$ cat config.mk
export PLATFORM = sky130hd
export DESIGN_NAME = differential_phase_trip_unit
export DESIGN_NICKNAME = d
export VERILOG_FILES = /design/src/design/dpt_pkg.sv /design/src/design/dpt_lane.sv /design/src/design/dpt_ctrl.sv /design/src/design/differential_phase_trip_unit.sv
export SDC_FILE = /design/constraint.sdc
export NUM_CORES = 1
export LEC_CHECK = 0
export BUFFER_PORTS_ARGS = -buffer_cell sky130_fd_sc_hd__buf_2
export CAP_MARGIN = 20
export CORE_MARGIN = 3
export CORE_UTILIZATION = 43
export DETAILED_ROUTE_END_ITERATION = 8
export PLACE_DENSITY = 0.69
export RECOVER_POWER = 25
export REMOVE_ABC_BUFFERS = 1
export SYNTH_ARGS = -nofsm -noshare
export SYNTH_HDL_FRONTEND = slang
export SYNTH_SLANG_ARGS = --single-unit
$ cat constraint.sdc
create_clock -name clk -period 13.6 [get_ports clk]
set_input_delay 1.36 -clock clk [delete_from_list [all_inputs] [get_ports clk]]
set_output_delay 1.36 -clock clk [all_outputs]
set_load 0.02 [all_outputs]
$ cat src/design/dpt_pkg.sv
// Shared types, constants and digit helpers for the differential phase trip unit.
// No dependencies; imported by dpt_lane, dpt_ctrl and differential_phase_trip_unit.
package dpt_pkg;

  localparam int NUM_PHASES = 3;
  localparam int SAMPLE_W   = 10;
  localparam int SUM_W      = 12;
  localparam int DIGIT_W    = 8;
  localparam int ARM_W      = 2;
  localparam int PHASE_W    = 2;

  localparam logic [ARM_W-1:0]   ARM_MAX    = 2'd3;
  localparam logic [ARM_W-1:0]   ARM_RESET  = 2'd2;
  localparam logic [DIGIT_W-1:0] ASCII_ZERO = 8'd48;
  localparam logic [DIGIT_W-1:0] HDR_R      = 8'h61;
  localparam logic [DIGIT_W-1:0] HDR_Y      = 8'h62;
  localparam logic [DIGIT_W-1:0] HDR_B      = 8'h64;

  // reciprocal of 3: floor(s * 2731 / 8192) == s / 3 for s < 3072
  localparam logic [SUM_W:0] RECIP_THREE = 13'd2731;
  localparam int             RECIP_SHIFT = 13;

  localparam logic [PHASE_W-1:0] PHASE_NONE = 2'd0;
  localparam logic [PHASE_W-1:0] PHASE_R    = 2'd1;
  localparam logic [PHASE_W-1:0] PHASE_Y    = 2'd2;
  localparam logic [PHASE_W-1:0] PHASE_B    = 2'd3;

  localparam logic KIND_MEASURE = 1'b0;
  localparam logic KIND_SERIAL  = 1'b1;

  typedef enum logic [3:0] {
    TGT_IDLE = 4'b0001,
    TGT_R    = 4'b0010,
    TGT_Y    = 4'b0100,
    TGT_B    = 4'b1000
  } rx_target_t;

  typedef struct packed {
    logic                mismatch;
    logic [SAMPLE_W-1:0] avg;
  } lane_res_t;

  typedef struct packed {
    logic                tripped;
    logic [PHASE_W-1:0]  phase;
    logic                indicator;
    logic [SAMPLE_W-1:0] r_avg;
    logic [SAMPLE_W-1:0] y_avg;
    logic [SAMPLE_W-1:0] b_avg;
  } status_t;

  function automatic logic [DIGIT_W-1:0] lead_digit(input logic [SAMPLE_W-1:0] avg);
    lead_digit = (avg >= 10'd1000) ? ASCII_ZERO + 8'd1 : ASCII_ZERO;
  endfunction

  function automatic logic [DIGIT_W-1:0] hundreds_digit(input logic [SAMPLE_W-1:0] avg);
    logic [3:0] q;
    q = 4'd0;
    for (int k = 1; k <= 10; k++) begin
      if (avg >= SAMPLE_W'(k * 100)) q = 4'(k);
    end
    if (q == 4'd10) q = 4'd0;
    hundreds_digit = ASCII_ZERO + {4'd0, q};
  endfunction

endpackage

$ cat src/design/dpt_lane.sv
// One phase lane: average of three samples, local digits, compare with remote digits.
// Depends on dpt_pkg.
module dpt_lane (
  input  logic [dpt_pkg::SAMPLE_W-1:0] sample_one,
  input  logic [dpt_pkg::SAMPLE_W-1:0] sample_two,
  input  logic [dpt_pkg::SAMPLE_W-1:0] sample_three,
  input  logic [dpt_pkg::DIGIT_W-1:0]  remote_lead,
  input  logic [dpt_pkg::DIGIT_W-1:0]  remote_hundreds,
  output dpt_pkg::lane_res_t           res
);
  import dpt_pkg::*;

  logic [SUM_W-1:0]       sum;
  logic [2*SUM_W:0]       prod;
  logic [SAMPLE_W-1:0]    avg;

  assign sum  = SUM_W'(sample_one) + SUM_W'(sample_two) + SUM_W'(sample_three);
  assign prod = (2*SUM_W+1)'(sum) * (2*SUM_W+1)'(RECIP_THREE);
  assign avg  = prod[RECIP_SHIFT +: SAMPLE_W];

  assign res.avg      = avg;
  assign res.mismatch = (remote_lead != lead_digit(avg)) ||
                        (remote_hundreds != hundreds_digit(avg));

endmodule

$ cat src/design/dpt_ctrl.sv
// Frame parser, arming counter, trip latch and lane merge.
// Depends on dpt_pkg; fed by the three dpt_lane instances.
module dpt_ctrl (
  input  logic                        clk,
  input  logic                        rst,
  input  logic                        en,
  input  logic                        kind,
  input  logic [dpt_pkg::DIGIT_W-1:0] rx_byte,
  input  dpt_pkg::lane_res_t          lane_res [dpt_pkg::NUM_PHASES],
  input  logic                        cfg_we,
  input  logic [dpt_pkg::ARM_W-1:0]   cfg_arm_frames,
  output logic [dpt_pkg::DIGIT_W-1:0] remote_lead [dpt_pkg::NUM_PHASES],
  output logic [dpt_pkg::DIGIT_W-1:0] remote_hundreds [dpt_pkg::NUM_PHASES],
  output dpt_pkg::status_t            status
);
  import dpt_pkg::*;

  logic [ARM_W-1:0]    arm_frames;
  logic [ARM_W-1:0]    arm_counter;
  rx_target_t          rx_target;
  logic [1:0]          rx_position;
  logic                trip_latch;
  logic [PHASE_W-1:0]  trip_phase;
  logic                indicator_flag;
  logic [SAMPLE_W-1:0] last_avg [NUM_PHASES];

  logic [PHASE_W-1:0]  hit_phase;
  logic [1:0]          tgt_idx;

  // R over Y over B
  always_comb begin
    hit_phase = PHASE_NONE;
    if (lane_res[0].mismatch) hit_phase = PHASE_R;
    else if (lane_res[1].mismatch) hit_phase = PHASE_Y;
    else if (lane_res[2].mismatch) hit_phase = PHASE_B;
  end

  always_comb begin
    unique case (rx_target)
      TGT_R:   tgt_idx = 2'd0;
      TGT_Y:   tgt_idx = 2'd1;
      TGT_B:   tgt_idx = 2'd2;
      default: tgt_idx = 2'd0;
    endcase
  end

  always_ff @(posedge clk) begin
    if (rst) begin
      arm_frames <= ARM_RESET;
    end else if (cfg_we) begin
      arm_frames <= cfg_arm_frames;
    end
  end

  always_ff @(posedge clk) begin
    if (rst) begin
      arm_counter    <= '0;
      rx_target      <= TGT_IDLE;
      rx_position    <= '0;
      trip_latch     <= 1'b0;
      trip_phase     <= PHASE_NONE;
      indicator_flag <= 1'b0;
      for (int p = 0; p < NUM_PHASES; p++) begin
        remote_lead[p]     <= ASCII_ZERO;
        remote_hundreds[p] <= ASCII_ZERO;
        last_avg[p]        <= '0;
      end
    end else if (en && !trip_latch) begin
      if (kind == KIND_MEASURE) begin
        for (int p = 0; p < NUM_PHASES; p++) last_avg[p] <= lane_res[p].avg;
        indicator_flag <= 1'b1;
        if (arm_counter >= arm_frames && hit_phase != PHASE_NONE) begin
          trip_latch <= 1'b1;
          trip_phase <= hit_phase;
        end
      end else if (rx_target == TGT_IDLE) begin
        case (rx_byte)
          HDR_R: begin
            rx_target      <= TGT_R;
            indicator_flag <= 1'b0;
            rx_position    <= '0;
          end
          HDR_Y: begin
            rx_target      <= TGT_Y;
            indicator_flag <= 1'b0;
            rx_position    <= '0;
          end
          HDR_B: begin
            rx_target      <= TGT_B;
            indicator_flag <= 1'b0;
            rx_position    <= '0;
            if (arm_counter != ARM_MAX) arm_counter <= arm_counter + 2'd1;
          end
          default: ;
        endcase
      end else begin
        if (rx_position == 2'd0) remote_lead[tgt_idx] <= rx_byte;
        if (rx_position == 2'd1) remote_hundreds[tgt_idx] <= rx_byte;
        if (rx_position >= 2'd2) begin
          rx_position <= '0;
          rx_target   <= TGT_IDLE;
        end else begin
          rx_position <= rx_position + 2'd1;
        end
      end
    end
  end

  assign status.tripped   = trip_latch;
  assign status.phase     = trip_phase;
  assign status.indicator = indicator_flag;
  assign status.r_avg     = last_avg[0];
  assign status.y_avg     = last_avg[1];
  assign status.b_avg     = last_avg[2];

endmodule

$ cat src/design/differential_phase_trip_unit.sv
// Top level of the differential phase trip unit: stream ports, lanes, control, output stage.
// Depends on dpt_pkg, dpt_lane and dpt_ctrl.
//
// Usage: each input transaction on s_* is either a local measurement (s_tuser = 0,
// nine 10-bit samples in s_tdata) or one received serial byte (s_tuser = 1).
// Three lanes average each phase and compare its digits with the remote digits
// collected by the frame parser; a merge picks the first faulted phase.
// Every input transaction yields exactly one output transaction on m_* holding
// trip state, relay drives, indicator and the last averages after that item.
// The result is registered and valid in the cycle after acceptance. Throughput: one item per
// cycle while m_tready is high; the loop through the parser/trip state closes in the cycle of acceptance.
// When the receiver stalls, the result holds in the output stage and s_tready
// drops until it is taken; a new item is accepted in the cycle the old result leaves.
// cfg_* writes arm_frames (ready always high); write it only while idle.
// Reset (rst, synchronous): remote digits ASCII zero, counters, latch and
// averages cleared, arm_frames = 2, output stage empty.
module differential_phase_trip_unit (
  input  logic         clk,
  input  logic         rst,
  input  logic         s_tvalid,
  output logic         s_tready,
  // [9:0] r_sample_one, [19:10] r_sample_two, [29:20] r_sample_three,
  // [39:30] y_sample_one, [49:40] y_sample_two, [59:50] y_sample_three,
  // [69:60] b_sample_one, [79:70] b_sample_two, [89:80] b_sample_three,
  // [97:90] rx_byte, [103:98] zero
  input  logic [103:0] s_tdata,
  // [0] kind
  input  logic         s_tuser,
  output logic         m_tvalid,
  input  logic         m_tready,
  // [0] tripped, [2:1] faulted_phase, [3] relay_one, [4] relay_two, [5] relay_three,
  // [6] indicator, [16:7] r_average, [26:17] y_average, [36:27] b_average, [39:37] zero
  output logic [39:0]  m_tdata,
  input  logic         cfg_valid,
  output logic         cfg_ready,
  input  logic [1:0]   cfg_data
);
  import dpt_pkg::*;

  logic                en;
  logic [DIGIT_W-1:0]  remote_lead [NUM_PHASES];
  logic [DIGIT_W-1:0]  remote_hundreds [NUM_PHASES];
  lane_res_t           lane_res [NUM_PHASES];
  status_t             status;

  assign s_tready  = !m_tvalid || m_tready;
  assign en        = s_tvalid && s_tready;
  assign cfg_ready = 1'b1;

  for (genvar p = 0; p < NUM_PHASES; p++) begin : g_lane
    dpt_lane u_lane (
      .sample_one      (s_tdata[(3*p)*SAMPLE_W +: SAMPLE_W]),
      .sample_two      (s_tdata[(3*p+1)*SAMPLE_W +: SAMPLE_W]),
      .sample_three    (s_tdata[(3*p+2)*SAMPLE_W +: SAMPLE_W]),
      .remote_lead     (remote_lead[p]),
      .remote_hundreds (remote_hundreds[p]),
      .res             (lane_res[p])
    );
  end

  dpt_ctrl u_ctrl (
    .clk             (clk),
    .rst             (rst),
    .en              (en),
    .kind            (s_tuser),
    .rx_byte         (s_tdata[97:90]),
    .lane_res        (lane_res),
    .cfg_we          (cfg_valid && cfg_ready),
    .cfg_arm_frames  (cfg_data),
    .remote_lead     (remote_lead),
    .remote_hundreds (remote_hundreds),
    .status          (status)
  );

  // state only moves on acceptance, so it stays stable while a result waits
  always_ff @(posedge clk) begin
    if (rst) begin
      m_tvalid <= 1'b0;
    end else if (en) begin
      m_tvalid <= 1'b1;
    end else if (m_tready) begin
      m_tvalid <= 1'b0;
    end
  end

  assign m_tdata = {3'b000, status.b_avg, status.y_avg, status.r_avg, status.indicator,
                    !status.tripped, status.tripped, status.tripped, status.phase,
                    status.tripped};

endmodule
After elaboration in Yosys (flattened, before gate mapping)

Memories as Yosys holds them, arrays and structs flattened.
Index checks and enable logic that the tools add are counted.

Add/subtract/negate cells: 11
Magnitude comparators: 34
Muxes and demuxes: 64
Eq/ne operators: 21
Reduce and logical (&&, ||, !) cells: 22
$mul: 3
Bitwise logic cells: 6

Operators with widths:

| kind                                                                                 | count |
|---|---|
| 10-bit greater-or-equal comparator, second input constant                            | 15 |
| 10-bit by 9-bit greater-or-equal comparator with 1-bit output, second input constant | 9 |
| 12-bit by 12-bit multiplier with 23-bit output, second input constant                | 3 |
| 4-bit two-way mux                                                                    | 14 |
| 24-bit bitwise mux                                                                   | 2 |
| 8-bit != test                                                                        | 6 |
| 12-bit by 10-bit adder with 12-bit output                                            | 3 |
| 3-bit two-way mux                                                                    | 12 |
| 10-bit by 10-bit adder with 11-bit output                                            | 3 |
| 10-bit by 7-bit greater-or-equal comparator with 1-bit output, second input constant | 3 |
| 10-bit by 8-bit greater-or-equal comparator with 1-bit output, second input constant | 3 |
| 10-bit two-way mux                                                                   | 3 |
| 8-bit by 7-bit equality test with 1-bit output, second input constant                | 3 |
| 2-bit two-way mux                                                                    | 12 |
| 6-bit by 4-bit adder with 7-bit output, first input constant                         | 3 |
| 1-bit two-way mux                                                                    | 17 |
| 8-bit demux with 2-bit select                                                        | 1 |
| 4-bit equality test, second input constant                                           | 4 |
| 4-bit one-hot mux with 3 select lines                                                | 1 |
| 4-bit AND reduction                                                                  | 3 |
| 3-bit AND reduction                                                                  | 3 |
| 8-bit two-way mux                                                                    | 1 |
| 2-bit != test, second input constant                                                 | 3 |
| 2-bit nonzero test                                                                   | 3 |
| 20 further kinds                                                                     | 31 |

Word-level logic and storage cells: 176
Output and inout port bits: 43
Register bits: 63
Memories kept: 1
Bits of input ports: 112
RAM bits: 30

Memories:

| name            | depth | bits a word | rd ports | clocked after memory_dff | write ports | RTL line       | source |
|---|---|---|---|---|---|---|---|
| u_ctrl.last_avg | 3     | 10          | 3        | 0                        | 3           | dpt_ctrl.sv:25 | `logic [SAMPLE_W-1:0] last_avg [NUM_PHASES];` |

Depth between registers and ports, before layout

Depth in word-level cells: 25
Gate-level depth with buffers: 39
Depth with buffers taken out: 38

Modules after synthesis

A second synthesis with hierarchy kept.

Cells, all modules: 1587
Area total of the unflattened synthesis: 15045.7 um^2

Modules (own cells, without submodules):

| module                       | seq. area each (um^2) | area an instance (um^2) | instances | cells each |
|---|---|---|---|---|
| dpt_lane at g_lane[1].u_lane | 0.0                   | 3772.4                  | 1         | 423 |
| dpt_lane at g_lane[0].u_lane | 0.0                   | 3766.1                  | 1         | 422 |
| dpt_lane at g_lane[2].u_lane | 0.0                   | 3706.1                  | 1         | 399 |
| dpt_ctrl                     | 2142.1                | 3689.8                  | 1         | 329 |
| differential_phase_trip_unit | 20.0                  | 111.4                   | 1         | 14 |

Worst setup path after synthesis

Ideal clock, no wire load.

Path type: input to register
From: in s_tdata[0]
To: reg u_ctrl.trip_latch
Stages on the path: 36
Data required time: 13.475 ns
Data arrival time: 9.527 ns
Path slack: 3.948 ns
Cells stage by stage: ha_1 inv_1 fa_1 nor2b_1 o21ai_0 a21boi_1 a21oi_1 ha_1 a21o_1 a21o_1 a21oi_1 o21bai_1 a21o_1 a21o_1 xor2_1 ha_1 ha_1 fa_1 inv_1 fa_1 fa_1 inv_1 ha_1 a21oi_1 o21ai_0 a211o_1 a21o_1 a211oi_4 or2_1 buf_4 mux2_2 a221oi_1 o21ai_0 a2111oi_4 nand2_1 o41a_1

Cells in the longest elaborated chain, start to end: 23
Elaborated cells between the ends (all ways): 34
Those cells by class: add/sub: 3; mul: 1; order compare: 10; eq/ne: 3; mux: 13; reduce/logical: 4

Ends and longest elaborated chain:

| element                                                       | RTL line                           | source |
|---|---|---|
| start, declared                                               | differential_phase_trip_unit.sv:26 | `input logic [103:0] s_tdata,` |
| 10-bit by 10-bit adder with 11-bit output *                   | dpt_lane.sv:17                     | `assign sum = SUM_W'(sample_one) + SUM_W'(sample_two) + SUM_W'(sample_three);` |
| 12-bit by 10-bit adder with 12-bit output *                   | dpt_lane.sv:17                     |  |
| 12-bit by 12-bit multiplier with 23-bit output *              | dpt_lane.sv:18                     | `assign prod = (2*SUM_W+1)'(sum) * (2*SUM_W+1)'(RECIP_THREE);` |
| 10-bit by 7-bit greater-or-equal comparator with 1-bit output | dpt_pkg.sv:60                      | `if (avg >= SAMPLE_W'(k * 100)) q = 4'(k);` |
| 1-bit two-way mux                                             | dpt_pkg.sv:60                      |  |
| 2-bit two-way mux (2 in a row)                                | dpt_pkg.sv:60                      |  |
| 3-bit two-way mux (4 in a row)                                | dpt_pkg.sv:60                      |  |
| 4-bit two-way mux (3 in a row)                                | dpt_pkg.sv:60                      |  |
| 4-bit equality test                                           | dpt_pkg.sv:62                      | `if (q == 4'd10) q = 4'd0;` |
| 4-bit two-way mux                                             | dpt_pkg.sv:62                      |  |
| 6-bit by 4-bit adder with 7-bit output                        | dpt_pkg.sv:63                      | `hundreds_digit = ASCII_ZERO + {4'd0, q};` |
| 8-bit != test                                                 | dpt_lane.sv:23                     | `(remote_hundreds != hundreds_digit(avg));` |
| 1-bit logical OR *                                            | dpt_lane.sv:22                     | `assign res.mismatch = (remote_lead != lead_digit(avg)) \|\|` |
| 2-bit two-way mux *                                           | dpt_ctrl.sv:33                     | `if (lane_res[0].mismatch) hit_phase = PHASE_R;` |
| 2-bit nonzero test *                                          | dpt_ctrl.sv:72                     | `if (arm_counter >= arm_frames && hit_phase != PHASE_NONE) begin` |
| 1-bit logical AND *                                           | dpt_ctrl.sv:72                     |  |
| 3-bit AND reduction (no line) *                               | --                                 |  |
| end signal, assigned                                          | dpt_ctrl.sv:60                     | `trip_latch <= 1'b0;` |
| end signal, assigned                                          | dpt_ctrl.sv:73                     | `trip_latch <= 1'b1;` |
| end, declared                                                 | dpt_ctrl.sv:22                     | `logic trip_latch;` |

Every way passes the cells marked *; elsewhere a longest branch is shown, timed or not.
A chain may end at the register's enable or synchronous reset.

Worst setup path in the final report

From: in s_tdata[60]
To: reg u_ctrl.trip_latch

Cells in the longest elaborated chain, start to end: 25
Elaborated cells between the ends (all ways): 36
Those cells by class: add/sub: 3; mul: 1; order compare: 10; eq/ne: 3; mux: 15; reduce/logical: 4

Ends and longest elaborated chain:

| element                                                       | RTL line       | source |
|---|---|---|
| 10-bit by 10-bit adder with 11-bit output *                   | dpt_lane.sv:17 |  |
| 12-bit by 10-bit adder with 12-bit output *                   | dpt_lane.sv:17 |  |
| 12-bit by 12-bit multiplier with 23-bit output *              | dpt_lane.sv:18 |  |
| 10-bit by 7-bit greater-or-equal comparator with 1-bit output | dpt_pkg.sv:60  |  |
| 1-bit two-way mux                                             | dpt_pkg.sv:60  |  |
| 2-bit two-way mux (2 in a row)                                | dpt_pkg.sv:60  |  |
| 3-bit two-way mux (4 in a row)                                | dpt_pkg.sv:60  |  |
| 4-bit two-way mux (3 in a row)                                | dpt_pkg.sv:60  |  |
| [3 not listed]                                                | --             |  |
| 8-bit != test                                                 | dpt_lane.sv:23 |  |
| 1-bit logical OR *                                            | dpt_lane.sv:22 |  |
| 2-bit two-way mux *                                           | dpt_ctrl.sv:35 | `else if (lane_res[2].mismatch) hit_phase = PHASE_B;` |
| 2-bit two-way mux *                                           | dpt_ctrl.sv:34 | `else if (lane_res[1].mismatch) hit_phase = PHASE_Y;` |
| 2-bit two-way mux *                                           | dpt_ctrl.sv:33 |  |
| 2-bit nonzero test *                                          | dpt_ctrl.sv:72 |  |
| 1-bit logical AND *                                           | dpt_ctrl.sv:72 |  |
| 3-bit AND reduction (no line) *                               | --             |  |

Marks and branches as above.

==> metrics.txt <==
relative slew slack -0.4067; R2R Path Start u_ctrl.trip_latch$_SDFFE_PP0P_; Clock Sinks a little over 90; setup violators final 0; Syn Area/Cell about 9 um^2; DPL Wire Length between 20 and 30 mm; Final Cycle Share 0.7767; hold_sp u_ctrl.rx_position[0]$_SDFFE_PP0P_; Skew-Pair Late Insertion Delay roughly 360 ps; area growth from synthesis to layout 9.020%; max incr delay on CP about 700 ps; Worst EP arrival between 10000 and 15000 ps; Post-Syn Area 15520 um^2; 1st-iter DRT viols ~630; area of placed instances about 17000 um^2; R2R Setup Slk between 10000 and 15000 ps; WHS 469.6 ps; worst hold-check path type flip-flop to flip-flop; initial antenna violation count 0; crit path max fanout 14; Fmax between 0.09 and 0.1 GHz; largest net degree at the start of global routing 50; crit start category input pin; top sig layer met4; Via density between 5 and 6; CORE AREA between 30000 and 40000 um^2; Most Frequent Cell on Critical Path ha_1; vias in the first global route roughly 13000; Unique masters post-synth 97; clock period minus worst slack approximately 11000 ps; clock skew around 14 ps; clock tree root driver cell clkbuf_16; Final GP Congestion about 0.91; crit path kind input pin to flip-flop; ant diodes 0; run status finished with violations; failing checks max-capacitance violations, max-slew violations; Fin. Hold Viols 0; post-synthesis instance total approximately 1800; number of buffers on the longest clock path 2; Max H-tree Level 3; met3 wire len roughly 1.2 mm; crit end category flip-flop; Slowest-stage cell, CP nor2_1; total grt overflow 0; effective utilization at floorplan 0.4428; post-CTS sizing 0; YS warnings 0; fill count between 3000 and 4000; Setup Buffers After CTS 0; fin nets ~2400; Die ar. about 38000 um^2; Detailed Route WL 34.06 mm; Worst-Margin Slew 2110 ps; Max Cap Viol 1; GRT Util Overall 0.1777; die height between 150 and 200 um; sequential fraction of the synthesis area 0.1393; Post-synth EDFFs 30; via count of the routed design around 13000; wl on met1 around 16 mm; setup TNS 0 ps; Antenna Nets Post-Route 0; flops & latches, synth 93; # port buffers roughly 140; chip width roughly 200 um; share of post-route cells with drive strength above 1 0.07926; ys async rst share 0; Reg clk slew, reported paths approximately 80 ps; required time worst endpoint about 14000 ps; RSZ-0062 raised after global routing no; DRC violations left 0; cts hold-fix bufs 0; first-pass GRT wire length roughly 58 mm; drt pass-1 iters 5; TritonCTS buffer count 9; Pins Over Slew Limit 50; fin area ~17000 um^2; Core Rows 68; CTS tree done; top_reg_cell synth dfxtp_1; CP startpoint s_tdata[60]; met2 WL post-DR approximately 16 mm; DR WL/cell roughly 15 um; Ports around 160
kinds of logic (layout without fill, tap and decap cells):
kind of cell	Yosys count	after routing	synth area share
DFF	93	93	0.1393
buffers and inverters	324	450	0.08133
muxes	53	53	0.03458
and+or+nand+nor	379	379	0.1224
AOI/OAI and AO/OA	386	386	0.1725
xor gates and xnor gates	96	96	0.05417
other	2	4	0.0004838
adders and majority gates	419	419	0.3953
per-layer routing:
layer  global-route usage  up-vias
met5                    0        -
met4              0.03486        0
met3              0.01786       34
met2               0.3049      238
met1               0.2448     5960
li1                     -     6341
worst paths after layout:
check	to	cells past startpoint
max	u_ctrl.trip_latch$_SDFFE_PP0P_	32
min	u_ctrl.rx_position[0]$_SDFFE_PP0P_	2
max reg2reg	u_ctrl.remote_lead[18]$_SDFFE_PP0P_	8
min reg2reg	u_ctrl.rx_position[0]$_SDFFE_PP0P_	2
registers in the layout (all words and copies together), names as in the netlist:
register                count
m_tvalid                    1
u_ctrl.arm_counter          2
u_ctrl.arm_frames           2
u_ctrl.indicator_flag       1
u_ctrl.last_avg            30
u_ctrl.remote_hundreds     24
u_ctrl.remote_lead         24
u_ctrl.rx_position          2
u_ctrl.rx_target            4
u_ctrl.trip_latch           1
u_ctrl.trip_phase           2
area by class of cell:
class | count | area (um^2) | area share
Clock buffer | 9 | 225.2 | 0.01331
Clock inverter | 7 | 91.34 | 0.005397
Inverter | 288 | 1081 | 0.06388
Multi-Input combinational cell | 1337 | 12110 | 0.7153
Sequential cell | 93 | 2162 | 0.1278
Tap cell | 455 | 569.3 | 0.03364
Timing Repair Buffer | 146 | 688.2 | 0.04067
critical path: cells and delay by family:
kind / cells / cell delay [ps]
AOI/OAI and AO/OA: 12 / 2940
buffers and inverters: 3 / 210
xor gates and xnor gates: 3 / 820
and+or+nand+nor: 5 / 1720
adders and majority gates: 9 / 3740
through the flow:
step           setup WS, ps  utilization  cells
3_5_place_dp           2727       0.4751   2319
6_report               3036       0.4828   2335
2_1_floorplan          3946            -   1718
4_1_cts                3073       0.4841   2335
5_1_grt                2181       0.4828   2335
3_3_place_gp           2903       0.4751   2319
placed cells by master, fill, tap and decap left out, types with 30 or more instances in the layout:
cell        n
ha_1      300
inv_1     288
nor2_1    134
fa_1      119
buf_2     106
a21oi_1    98
nand2_1    77
dfxtp_1    63
xnor2_1    61
o21ai_0    60
mux2i_1    51
a21o_1     41
clkbuf_1   38
xor2_1     35
edfxtp_1   30
synth_stat cells, types with 6 or more instances:
cell | n | area share
xor2_1 | 35 | 0.020
a31oi_1 | 13 | 0.0052
o21ai_1 | 6 | 0.0019
nor4_1 | 8 | 0.0032
o21bai_1 | 20 | 0.0097
and2_1 | 14 | 0.0056
a21oi_1 | 98 | 0.032
nand3_1 | 20 | 0.0064
nor2_1 | 134 | 0.032
ha_1 | 300 | 0.24
o21a_1 | 20 | 0.0097
xnor2_1 | 61 | 0.034
nor3_1 | 19 | 0.0061
a211o_1 | 6 | 0.0034
nand2b_1 | 16 | 0.0064
a211oi_1 | 14 | 0.0068
inv_1 | 287 | 0.069
mux2i_1 | 51 | 0.033
fa_1 | 119 | 0.15
a21o_1 | 41 | 0.020
nand4b_1 | 7 | 0.0039
o21ai_0 | 60 | 0.019
or3_1 | 9 | 0.0036
and3_1 | 9 | 0.0036
buf_4 | 9 | 0.0044
o2111ai_1 | 6 | 0.0034
dfxtp_1 | 63 | 0.081
nand4_1 | 10 | 0.0040
o211ai_1 | 16 | 0.0077
a2111oi_0 | 6 | 0.0034
edfxtp_1 | 30 | 0.058
clkbuf_1 | 20 | 0.0048
nor2b_1 | 12 | 0.0048
nand2_1 | 77 | 0.019
Power is not shown: default switching activity piles up to over one toggle a cycle in this logic, so the estimate is an artifact.
